`config.mk`:
```
export PLATFORM = sky130hd
export DESIGN_NAME = fraction_add_reduce_core_flat
export DESIGN_NICKNAME = d
export VERILOG_FILES = /design/src/design/far_pkg.sv /design/src/design/far_in_if.sv /design/src/design/far_out_if.sv /design/src/design/far_gcd.sv /design/src/design/far_div.sv /design/src/design/fraction_add_reduce_core.sv /design/src/flat_wrapper.sv
export SDC_FILE = /design/constraint.sdc
export NUM_CORES = 2
export LEC_CHECK = 0
export BUFFER_PORTS_ARGS = -buffer_cell sky130_fd_sc_hd__buf_4
export CAP_MARGIN = 0
export CORE_ASPECT_RATIO = 1.75
export CORE_MARGIN = 4
export CORE_UTILIZATION = 45
export CTS_BUF_LIST = sky130_fd_sc_hd__clkbuf_2
export CTS_CLUSTER_DIAMETER = 100
export DETAILED_ROUTE_END_ITERATION = 10
export HOLD_SLACK_MARGIN = 0.1
export PLACE_DENSITY = 0.66
export SLEW_MARGIN = 5
export SYNTH_ARGS = -nofsm -noshare
export SYNTH_HDL_FRONTEND = slang
export SYNTH_SLANG_ARGS = --single-unit
```
`constraint.sdc`:
```
create_clock -name i_clk -period 8 [get_ports i_clk]
set_input_delay 0.8 -clock i_clk [delete_from_list [all_inputs] [get_ports i_clk]]
set_output_delay 0.8 -clock i_clk [all_outputs]
set_load 0.05 [all_outputs]
```
`src/design/far_pkg.sv`:
```
`timescale 1ns / 1ps
// ----------------------------------------------------------------------------
// far_pkg
// Shared constants and types for the fraction add-and-reduce core.
// ----------------------------------------------------------------------------
package far_pkg;

    // Default numerator width; denominators are one bit narrower
    localparam int OPERAND_WIDTH_DEF = 16;

    // Fixed result field widths
    localparam int SUM_NUM_W = 32;
    localparam int SUM_DEN_W = 30;

    // Status of an iterative arithmetic unit
    typedef struct packed {
        logic busy;
        logic done;
    } t_unit_sts;

endpackage

```
`src/design/far_in_if.sv`:
```
`timescale 1ns / 1ps
// ----------------------------------------------------------------------------
// far_in_if
// Input channel: two fractions per transaction, valid/ready handshake.
// ----------------------------------------------------------------------------
interface far_in_if #(
    parameter int OPERAND_WIDTH = far_pkg::OPERAND_WIDTH_DEF
);
    logic                            valid;
    logic                            ready;
    logic signed [OPERAND_WIDTH-1:0] a_num;
    logic        [OPERAND_WIDTH-2:0] a_den;
    logic signed [OPERAND_WIDTH-1:0] b_num;
    logic        [OPERAND_WIDTH-2:0] b_den;

    modport source (output valid, a_num, a_den, b_num, b_den, input ready);
    modport sink   (input valid, a_num, a_den, b_num, b_den, output ready);
endinterface

```
`src/design/far_out_if.sv`:
```
`timescale 1ns / 1ps
// ----------------------------------------------------------------------------
// far_out_if
// Output channel: one reduced fraction per transaction, valid/ready handshake.
// ----------------------------------------------------------------------------
interface far_out_if;
    logic                                 valid;
    logic                                 ready;
    logic signed [far_pkg::SUM_NUM_W-1:0] sum_num;
    logic        [far_pkg::SUM_DEN_W-1:0] sum_den;

    modport source (output valid, sum_num, sum_den, input ready);
    modport sink   (input valid, sum_num, sum_den, output ready);
endinterface

```
`src/design/far_gcd.sv`:
```
`timescale 1ns / 1ps
// ----------------------------------------------------------------------------
// far_gcd
// Iterative binary GCD: one halving or one subtract-and-halve per cycle,
// common factors of two counted and restored by a final shift.
// ----------------------------------------------------------------------------
module far_gcd #(
    parameter int MW = 2 * far_pkg::OPERAND_WIDTH_DEF - 1
) (
    input  logic              i_clk,
    input  logic              i_rst_n,
    input  logic              i_start,
    input  logic [MW-1:0]     i_x,
    input  logic [MW-1:0]     i_y,
    output logic [MW-1:0]     o_g,
    output far_pkg::t_unit_sts o_sts
);
    localparam int KW = $clog2(MW + 1);

    logic          r_busy;
    logic          r_done;
    logic [MW-1:0] r_x;
    logic [MW-1:0] r_y;
    logic [KW-1:0] r_k;
    logic [MW-1:0] r_g;

    // shared compare / subtract unit
    logic          x_ge_y;
    logic [MW-1:0] big;
    logic [MW-1:0] sml;
    logic [MW-1:0] diff;

    assign x_ge_y = (r_x >= r_y);
    assign big    = x_ge_y ? r_x : r_y;
    assign sml    = x_ge_y ? r_y : r_x;
    assign diff   = big - sml;

    // iteration
    always_ff @(posedge i_clk) begin
        if (!i_rst_n) begin
            r_busy <= 1'b0;
            r_done <= 1'b0;
        end else begin
            r_done <= 1'b0;
            if (i_start) begin
                r_busy <= 1'b1;
                r_x    <= i_x;
                r_y    <= i_y;
                r_k    <= '0;
            end else if (r_busy) begin
                if (r_y == '0) begin
                    r_g    <= r_x << r_k;
                    r_busy <= 1'b0;
                    r_done <= 1'b1;
                end else if (r_x == '0) begin
                    r_g    <= r_y << r_k;
                    r_busy <= 1'b0;
                    r_done <= 1'b1;
                end else if (!r_x[0] && !r_y[0]) begin
                    r_x <= r_x >> 1;
                    r_y <= r_y >> 1;
                    r_k <= r_k + KW'(1);
                end else if (!r_x[0]) begin
                    r_x <= r_x >> 1;
                end else if (!r_y[0]) begin
                    r_y <= r_y >> 1;
                end else if (x_ge_y) begin
                    r_x <= diff >> 1;
                end else begin
                    r_y <= diff >> 1;
                end
            end
        end
    end

    assign o_g        = r_g;
    assign o_sts.busy = r_busy;
    assign o_sts.done = r_done;

endmodule

```
`src/design/far_div.sv`:
```
`timescale 1ns / 1ps
// ----------------------------------------------------------------------------
// far_div
// Restoring divider, one quotient bit per cycle, two dividend lanes that
// share one divisor (numerator magnitude and denominator over the GCD).
// ----------------------------------------------------------------------------
module far_div #(
    parameter int MW = 2 * far_pkg::OPERAND_WIDTH_DEF - 1
) (
    input  logic              i_clk,
    input  logic              i_rst_n,
    input  logic              i_start,
    input  logic [MW-1:0]     i_dvd0,
    input  logic [MW-1:0]     i_dvd1,
    input  logic [MW-1:0]     i_dvs,
    output logic [MW-1:0]     o_quo0,
    output logic [MW-1:0]     o_quo1,
    output far_pkg::t_unit_sts o_sts
);
    localparam int CW = $clog2(MW);

    logic          r_busy;
    logic          r_done;
    logic [CW-1:0] r_cnt;
    logic [MW-1:0] r_dvs;
    logic [MW-1:0] r_q   [2];
    logic [MW-1:0] r_rem [2];
    logic [MW:0]   trial [2];

    // trial subtract per lane
    always_comb begin
        for (int l = 0; l < 2; l++) begin
            trial[l] = {r_rem[l], r_q[l][MW-1]} - {1'b0, r_dvs};
        end
    end

    // step sequencer
    always_ff @(posedge i_clk) begin
        if (!i_rst_n) begin
            r_busy <= 1'b0;
            r_done <= 1'b0;
        end else begin
            r_done <= 1'b0;
            if (i_start) begin
                r_busy   <= 1'b1;
                r_cnt    <= CW'(MW - 1);
                r_dvs    <= i_dvs;
                r_q[0]   <= i_dvd0;
                r_q[1]   <= i_dvd1;
                r_rem[0] <= '0;
                r_rem[1] <= '0;
            end else if (r_busy) begin
                for (int l = 0; l < 2; l++) begin
                    if (!trial[l][MW]) begin
                        r_rem[l] <= trial[l][MW-1:0];
                        r_q[l]   <= {r_q[l][MW-2:0], 1'b1};
                    end else begin
                        r_rem[l] <= {r_rem[l][MW-2:0], r_q[l][MW-1]};
                        r_q[l]   <= {r_q[l][MW-2:0], 1'b0};
                    end
                end
                if (r_cnt == '0) begin
                    r_busy <= 1'b0;
                    r_done <= 1'b1;
                end else begin
                    r_cnt <= r_cnt - CW'(1);
                end
            end
        end
    end

    assign o_quo0     = r_q[0];
    assign o_quo1     = r_q[1];
    assign o_sts.busy = r_busy;
    assign o_sts.done = r_done;

endmodule

```
`src/design/fraction_add_reduce_core.sv`:
```
`timescale 1ns / 1ps
// Sequence: accept, then the products a_num*b_den, b_num*a_den and a_den*b_den,
//   the sum and its magnitude; a zero sum then goes straight to the final step,
//   otherwise the binary GCD loop and the bit-serial divider run before it.
// Throughput: one transaction at a time; the GCD loop and the bit-serial
//   divider bound it. A new input is taken while a result waits; a result
//   still held at the output stalls the next one in its final step.
// Reset: synchronous, active low; clears the sequencer and the valid flags.
// ----------------------------------------------------------------------------
// fraction_add_reduce_core
// Adds two fractions via one shared multiplier, then reduces the sum by its
// GCD using an iterative binary GCD unit and a two-lane restoring divider.
// ----------------------------------------------------------------------------
module fraction_add_reduce_core #(
    parameter int OPERAND_WIDTH = far_pkg::OPERAND_WIDTH_DEF
) (
    input  logic             i_clk,
    input  logic             i_rst_n,
    far_in_if.sink           i_in,
    far_out_if.source        o_out
);
    localparam int W   = OPERAND_WIDTH;
    localparam int PW  = 2 * W;
    localparam int MW  = 2 * W - 1;
    localparam int NXW = (MW + 1 > far_pkg::SUM_NUM_W) ? MW + 1 : far_pkg::SUM_NUM_W;
    localparam int DXW = (MW > far_pkg::SUM_DEN_W) ? MW : far_pkg::SUM_DEN_W;

    typedef enum logic [2:0] {
        S_IDLE,
        S_MUL_A,
        S_MUL_B,
        S_MUL_D,
        S_SUM,
        S_MAG,
        S_GCD,
        S_DIV
    } t_state;

    t_state r_state;
    logic   r_done_wait;

    // operand and intermediate registers
    logic signed [W-1:0]  r_an;
    logic signed [W-1:0]  r_bn;
    logic        [W-2:0]  r_ad;
    logic        [W-2:0]  r_bd;
    logic signed [PW-1:0] r_p1;
    logic signed [PW-1:0] r_p2;
    logic signed [PW-1:0] r_s;
    logic        [MW-1:0] r_den;
    logic        [MW-1:0] r_mag;
    logic                 r_neg;
    logic                 r_zero;

    logic                                 r_out_valid;
    logic signed [far_pkg::SUM_NUM_W-1:0] r_sum_num;
    logic        [far_pkg::SUM_DEN_W-1:0] r_sum_den;

    // shared multiplier
    logic signed [W-1:0]  mul_a;
    logic signed [W-1:0]  mul_b;
    logic signed [PW-1:0] mul_p;

    always_comb begin
        case (r_state)
            S_MUL_A: begin
                mul_a = r_an;
                mul_b = signed'({1'b0, r_bd});
            end
            S_MUL_B: begin
                mul_a = r_bn;
                mul_b = signed'({1'b0, r_ad});
            end
            default: begin
                mul_a = signed'({1'b0, r_ad});
                mul_b = signed'({1'b0, r_bd});
            end
        endcase
    end

    assign mul_p = mul_a * mul_b;

    // GCD and divider units
    logic               gcd_start;
    logic [MW-1:0]      gcd_g;
    far_pkg::t_unit_sts gcd_sts;
    logic               div_start;
    logic [MW-1:0]      quo_num;
    logic [MW-1:0]      quo_den;
    far_pkg::t_unit_sts div_sts;

    assign gcd_start = (r_state == S_MAG) && (r_s != '0);
    assign div_start = (r_state == S_GCD) && gcd_sts.done;

    far_gcd #(.MW(MW)) u_gcd (
        .i_clk   (i_clk),
        .i_rst_n (i_rst_n),
        .i_start (gcd_start),
        .i_x     (MW'(r_s[PW-1] ? -r_s : r_s)),
        .i_y     (r_den),
        .o_g     (gcd_g),
        .o_sts   (gcd_sts)
    );

    far_div #(.MW(MW)) u_div (
        .i_clk   (i_clk),
        .i_rst_n (i_rst_n),
        .i_start (div_start),
        .i_dvd0  (r_mag),
        .i_dvd1  (r_den),
        .i_dvs   (gcd_g),
        .o_quo0  (quo_num),
        .o_quo1  (quo_den),
        .o_sts   (div_sts)
    );

    // result formatting: sign restore and field truncation
    logic [NXW-1:0] num_ext;
    logic [NXW-1:0] num_sgn;
    logic [DXW-1:0] den_ext;
    logic           res_ready;
    logic           out_free;

    assign num_ext   = NXW'(quo_num);
    assign num_sgn   = r_neg ? ('0 - num_ext) : num_ext;
    assign den_ext   = DXW'(quo_den);
    assign out_free  = !r_out_valid || o_out.ready;
    assign res_ready = r_done_wait && out_free;

    // sequencer and registered outputs
    always_ff @(posedge i_clk) begin
        if (!i_rst_n) begin
            r_state     <= S_IDLE;
            r_done_wait <= 1'b0;
            r_out_valid <= 1'b0;
        end else begin
            // result register: load a finished sum, clear once taken
            if (res_ready) begin
                r_out_valid <= 1'b1;
            end else if (o_out.ready) begin
                r_out_valid <= 1'b0;
            end
            case (r_state)
                S_IDLE: begin
                    if (i_in.valid) begin
                        r_an    <= i_in.a_num;
                        r_bn    <= i_in.b_num;
                        r_ad    <= i_in.a_den;
                        r_bd    <= i_in.b_den;
                        r_state <= S_MUL_A;
                    end
                end
                S_MUL_A: begin
                    r_p1    <= mul_p;
                    r_state <= S_MUL_B;
                end
                S_MUL_B: begin
                    r_p2    <= mul_p;
                    r_state <= S_MUL_D;
                end
                S_MUL_D: begin
                    r_den   <= mul_p[MW-1:0];
                    r_state <= S_SUM;
                end
                S_SUM: begin
                    r_s     <= r_p1 + r_p2;
                    r_state <= S_MAG;
                end
                S_MAG: begin
                    r_neg  <= r_s[PW-1];
                    r_mag  <= MW'(r_s[PW-1] ? -r_s : r_s);
                    r_zero <= (r_s == '0);
                    if (r_s == '0) begin
                        r_done_wait <= 1'b1;
                        r_state     <= S_DIV;
                    end else begin
                        r_state <= S_GCD;
                    end
                end
                S_GCD: begin
                    if (gcd_sts.done) begin
                        r_state <= S_DIV;
                    end
                end
                S_DIV: begin
                    if (res_ready) begin
                        r_done_wait <= 1'b0;
                        r_state     <= S_IDLE;
                        if (r_zero) begin
                            r_sum_num <= '0;
                            r_sum_den <= {{(far_pkg::SUM_DEN_W-1){1'b0}}, 1'b1};
                        end else begin
                            r_sum_num <= signed'(num_sgn[far_pkg::SUM_NUM_W-1:0]);
                            r_sum_den <= den_ext[far_pkg::SUM_DEN_W-1:0];
                        end
                    end else if (div_sts.done) begin
                        r_done_wait <= 1'b1;
                    end
                end
                default: begin
                    r_state <= S_IDLE;
                end
            endcase
        end
    end

    assign i_in.ready    = (r_state == S_IDLE);
    assign o_out.valid   = r_out_valid;
    assign o_out.sum_num = r_sum_num;
    assign o_out.sum_den = r_sum_den;

    // checks
    a_busy_after_accept: assert property (@(posedge i_clk) disable iff (!i_rst_n)
        (i_in.valid && i_in.ready) |=> !i_in.ready)
        else $error("input accepted while a transaction is in flight");

    a_gcd_nonzero: assert property (@(posedge i_clk) disable iff (!i_rst_n)
        gcd_sts.done |-> (gcd_g != '0))
        else $error("GCD unit returned zero");

    a_units_exclusive: assert property (@(posedge i_clk) disable iff (!i_rst_n)
        !(gcd_sts.busy && div_sts.busy))
        else $error("GCD and divider active together");

    a_result_from_div: assert property (@(posedge i_clk) disable iff (!i_rst_n)
        (r_out_valid && !$past(r_out_valid)) |-> $past(r_state == S_DIV))
        else $error("result loaded outside the final step");

endmodule

```
`src/flat_wrapper.sv`:
```
// flat-port wrapper written by rule: the top's interface ports become plain ports
module fraction_add_reduce_core_flat 
#(
    parameter int OPERAND_WIDTH = far_pkg::OPERAND_WIDTH_DEF
)
  (i_clk, i_rst_n, i_in_valid, i_in_a_num, i_in_a_den, i_in_b_num, i_in_b_den, i_in_ready, o_out_valid, o_out_sum_num, o_out_sum_den, o_out_ready);
  far_in_if #(.OPERAND_WIDTH(OPERAND_WIDTH)) i_in_i ();
  far_out_if o_out_i ();
  input  logic i_clk;
  input  logic i_rst_n;
  input wire logic [$bits(i_in_i.valid)-1:0] i_in_valid;
  input wire logic [$bits(i_in_i.a_num)-1:0] i_in_a_num;
  input wire logic [$bits(i_in_i.a_den)-1:0] i_in_a_den;
  input wire logic [$bits(i_in_i.b_num)-1:0] i_in_b_num;
  input wire logic [$bits(i_in_i.b_den)-1:0] i_in_b_den;
  output wire logic [$bits(i_in_i.ready)-1:0] i_in_ready;
  output wire logic [$bits(o_out_i.valid)-1:0] o_out_valid;
  output wire logic [$bits(o_out_i.sum_num)-1:0] o_out_sum_num;
  output wire logic [$bits(o_out_i.sum_den)-1:0] o_out_sum_den;
  input wire logic [$bits(o_out_i.ready)-1:0] o_out_ready;
  assign i_in_i.valid = i_in_valid;
  assign i_in_i.a_num = i_in_a_num;
  assign i_in_i.a_den = i_in_a_den;
  assign i_in_i.b_num = i_in_b_num;
  assign i_in_i.b_den = i_in_b_den;
  assign i_in_ready = i_in_i.ready;
  assign o_out_valid = o_out_i.valid;
  assign o_out_sum_num = o_out_i.sum_num;
  assign o_out_sum_den = o_out_i.sum_den;
  assign o_out_i.ready = o_out_ready;
  fraction_add_reduce_core #(.OPERAND_WIDTH(OPERAND_WIDTH)) u_core (.i_clk(i_clk), .i_rst_n(i_rst_n), .i_in(i_in_i), .o_out(o_out_i));
endmodule
```
==> metrics.yaml <==
synth:
  syn_inst: 3845
  synth_top_area_share_pct: 40.8
  synth_largest_area_cell: "edfxtp_1"
  synth_cell_type_count: 86
  dominantRegCellSynth: "edfxtp_1"
  syn_area_um2: 39800
  ys_top_cells_by_area: "edfxtp_1 41%, fa_1 13%, ha_1 6.9%, nand2_1 4.0%, nor2_1 3.8%"
  synth_edf_count: 541
  synth_seq_cells: 551
  yosys_warnings: 0
  syn_area_per_cell_um2: 10.3
  syn-num-nets: 4378
  synthArstFlopShare_pct: 0
  yosysSeqAreaShare_pct: 41.3
min_path:
  hp-class: "reg2reg"
  min_from: "u_core.u_gcd.o_g[3]"
  min_path_cells: 0
global_route:
  antenna_found_initial: 3
  grt_pass1_vias: 32416
  grt_max_degree: 81
  track_usage_pct: 25.6
  overflow: 0
  grt_pass1_wl_um: 182000
final_layout:
  post-route-util_pct: 51.5
  drive_gt1_share_pct: 12.5
  final_cell_area_um2: 45300
  syn_to_final_growth_pct: 13.9
  nets: 4744
placed_design:
  dpl-instance-area_um2: 42600
  pre_cts_ws_ns: -0.393
  place_hpwl_um: 92600
  gp_congestion: 1.02
  port_buffers: 129
floorplanning:
  start_util_pct: 45.2
  die_area_um2: 93400
  io_pins: 130
  core_um2: 87900
  row_count: 144
  die_x_um: 233
  dieHeight_um: 401
route:
  antenna_left: 0
  route.vias.total: 30791
  drt-total-wl_um: 120000
  drc: 0
  vias_per_cell: 5.63
  wl_per_cell_um: 21.9
  drt_iter0_markers: 1733
  drtPass1Iterations: 6
setup_path:
  cp_max_fo: 10
  rr_worst_depth: 29
  cpMostUsedCell: "fa_1"
  crit_type: "reg2reg"
  startpoint_type: "flop"
  slowest_delay_ns: 0.54
  cp_data_arrival_time_ns: 8.78
  startpoint: "u_core.r_state[0]"
  cp.required_ns: 9.15
  cp_slowest_cell: "fa_1"
  reg2reg_from: "u_core.r_state[0]"
  crit_path_end_kind: "flop"
sta:
  clock_skew_ns: 0.151
  relSlewSlack_pct: 20.2
  setup_viol: 0
  fin_ws_ns: 0.372
  min_period_ns: 7.63
  tightest_slew_ns: 1.19
  period_share_pct: 95.4
  fmax_mhz: 131
  final-hold-violation-count: 0
  slew_viol_final: 0
clock_network:
  insertion_delay_ns: 1.45
  cts.clk_slew.worst_paths_ns: 0.11
  numCtsBuffers: 130
  cts_tree: "yes"
  clockBufferDepth: 3
  cts_sinks: 551
  htree_levels: 4
  cts_root_buf: "clkbuf_2"
job:
  drv_cap: 0
outcome:
  status: "complete, no violations"
[layout by cell type (no fill, tap or decap), types with 129 or more instances in the layout]
| master | instances |
|---|---|
| fa_1 | 249 |
| a21oi_1 | 214 |
| buf_4 | 245 |
| clkbuf_2 | 166 |
| nand2_1 | 422 |
| inv_1 | 386 |
| dlygate4sd3_1 | 129 |
| edfxtp_1 | 541 |
| ha_1 | 218 |
| nor2_1 | 398 |
[worst max-delay path, delay by kind of cell, from the launching register on]
kind	cells	cell delay (ns)
simple gates	5	0.97
flops	1	0.34
fa+ha+maj	8	3.30
buf+inv	7	0.61
compound gates	8	2.00
xor+xnor	1	0.14
[flip-flops by register name, summed over array words and instances (netlist names), 32 cells and up]
| register | flops |
|---|---|
| u_core.o_out.sum_num | 32 |
| u_core.r_p1 | 32 |
| u_core.r_p2 | 32 |
| u_core.r_s | 32 |
| u_core.u_div.r_q | 62 |
| u_core.u_div.r_rem | 62 |
[final cells by class]
type	count	area [µm²]
repair buffers	381	3250
fillers	8108	42600
well taps	1168	1460
multi-input cells	2755	21600
clock inverters	50	282
clock buffers	166	831
inverters	392	1480
diodes	5	12.5
flip-flops and latches	551	16400
[cell usage after synthesis, types with 6 or more instances]
| master | count |
|---|---|
| xnor2_1 | 128 |
| nor4_1 | 25 |
| and2_1 | 41 |
| nand2_1 | 422 |
| o21a_1 | 21 |
| a221oi_1 | 51 |
| or2_2 | 14 |
| edfxtp_1 | 541 |
| a22o_1 | 35 |
| clkbuf_1 | 121 |
| o31ai_1 | 30 |
| a21oi_1 | 214 |
| buf_1 | 13 |
| fa_1 | 249 |
| dfxtp_1 | 10 |
| o211ai_1 | 20 |
| o22ai_1 | 21 |
| o31a_1 | 11 |
| o41ai_1 | 7 |
| mux2i_1 | 109 |
| nor3_1 | 50 |
| o21ai_0 | 125 |
| nand3_1 | 47 |
| a31o_2 | 6 |
| nor2b_1 | 64 |
| or4_1 | 21 |
| a211o_1 | 8 |
| nand4_1 | 17 |
| inv_1 | 389 |
| a221o_1 | 18 |
| a21o_1 | 49 |
| nand2b_1 | 41 |
| a211oi_1 | 24 |
| mux2_2 | 24 |
| buf_2 | 11 |
| nor2_1 | 407 |
| o21bai_1 | 21 |
| and3_1 | 26 |
| xor2_1 | 72 |
| ha_1 | 218 |
| a22oi_1 | 6 |
| a31oi_1 | 23 |
| or3_1 | 24 |
[layer usage]
metal | track usage [%] | part of all wire, % | up-vias
met5 | 0 | 0 | -
met4 | 20.7 | 9.7 | 0
met3 | 4.51 | 4.4 | 490
met2 | 48.1 | 54 | 1098
met1 | 23.4 | 32 | 14906
li1 | - | - | 14297
[final timing paths]
path | to | slack [ns]
min reg2reg | u_core.u_div.r_dvs[3] | 0.35
max reg2reg | u_core.r_p1[31] | 0.37
max | u_core.r_p1[31] | 0.37
min | u_core.u_div.r_dvs[3] | 0.35
[stage by stage]
step                setup TNS, ns  instances  hold WS, ns
finish                          0       5468        0.348
global route              -0.0817       5466        0.293
CTS                             0       5456        0.203
detailed placement          -2.83       5111        0.405
global placement            -1.35       5111        0.401
floorplan                       0       3845        0.400
[logic make-up (layout without fill, tap and decap cells)]
| group | Yosys count | count (layout) | synth area share, % |
|---|---|---|---|
| AOI/OAI and AO/OA | 733 | 733 | 12.3 |
| xor gates and xnor gates | 200 | 200 | 4.40 |
| adders and majority gates | 467 | 467 | 19.4 |
| buffers and inverters | 539 | 989 | 5.14 |
| DFF | 551 | 551 | 41.3 |
| muxes | 135 | 135 | 3.54 |
| other | 0 | 5 | 0 |
| and+or+nand+nor | 1220 | 1220 | 13.9 |
[timing repair]
item,CTS,global route
resized for setup,7,28
hold endpoints to repair,166,0
cloned,0,1
hold buffers,129,0
setup buffers,0,6
setup endpoints to repair,24,35
Power is left out: the tool's default activity adds up to more than one toggle a clock period on the data nets, which glitch-free logic cannot reach.
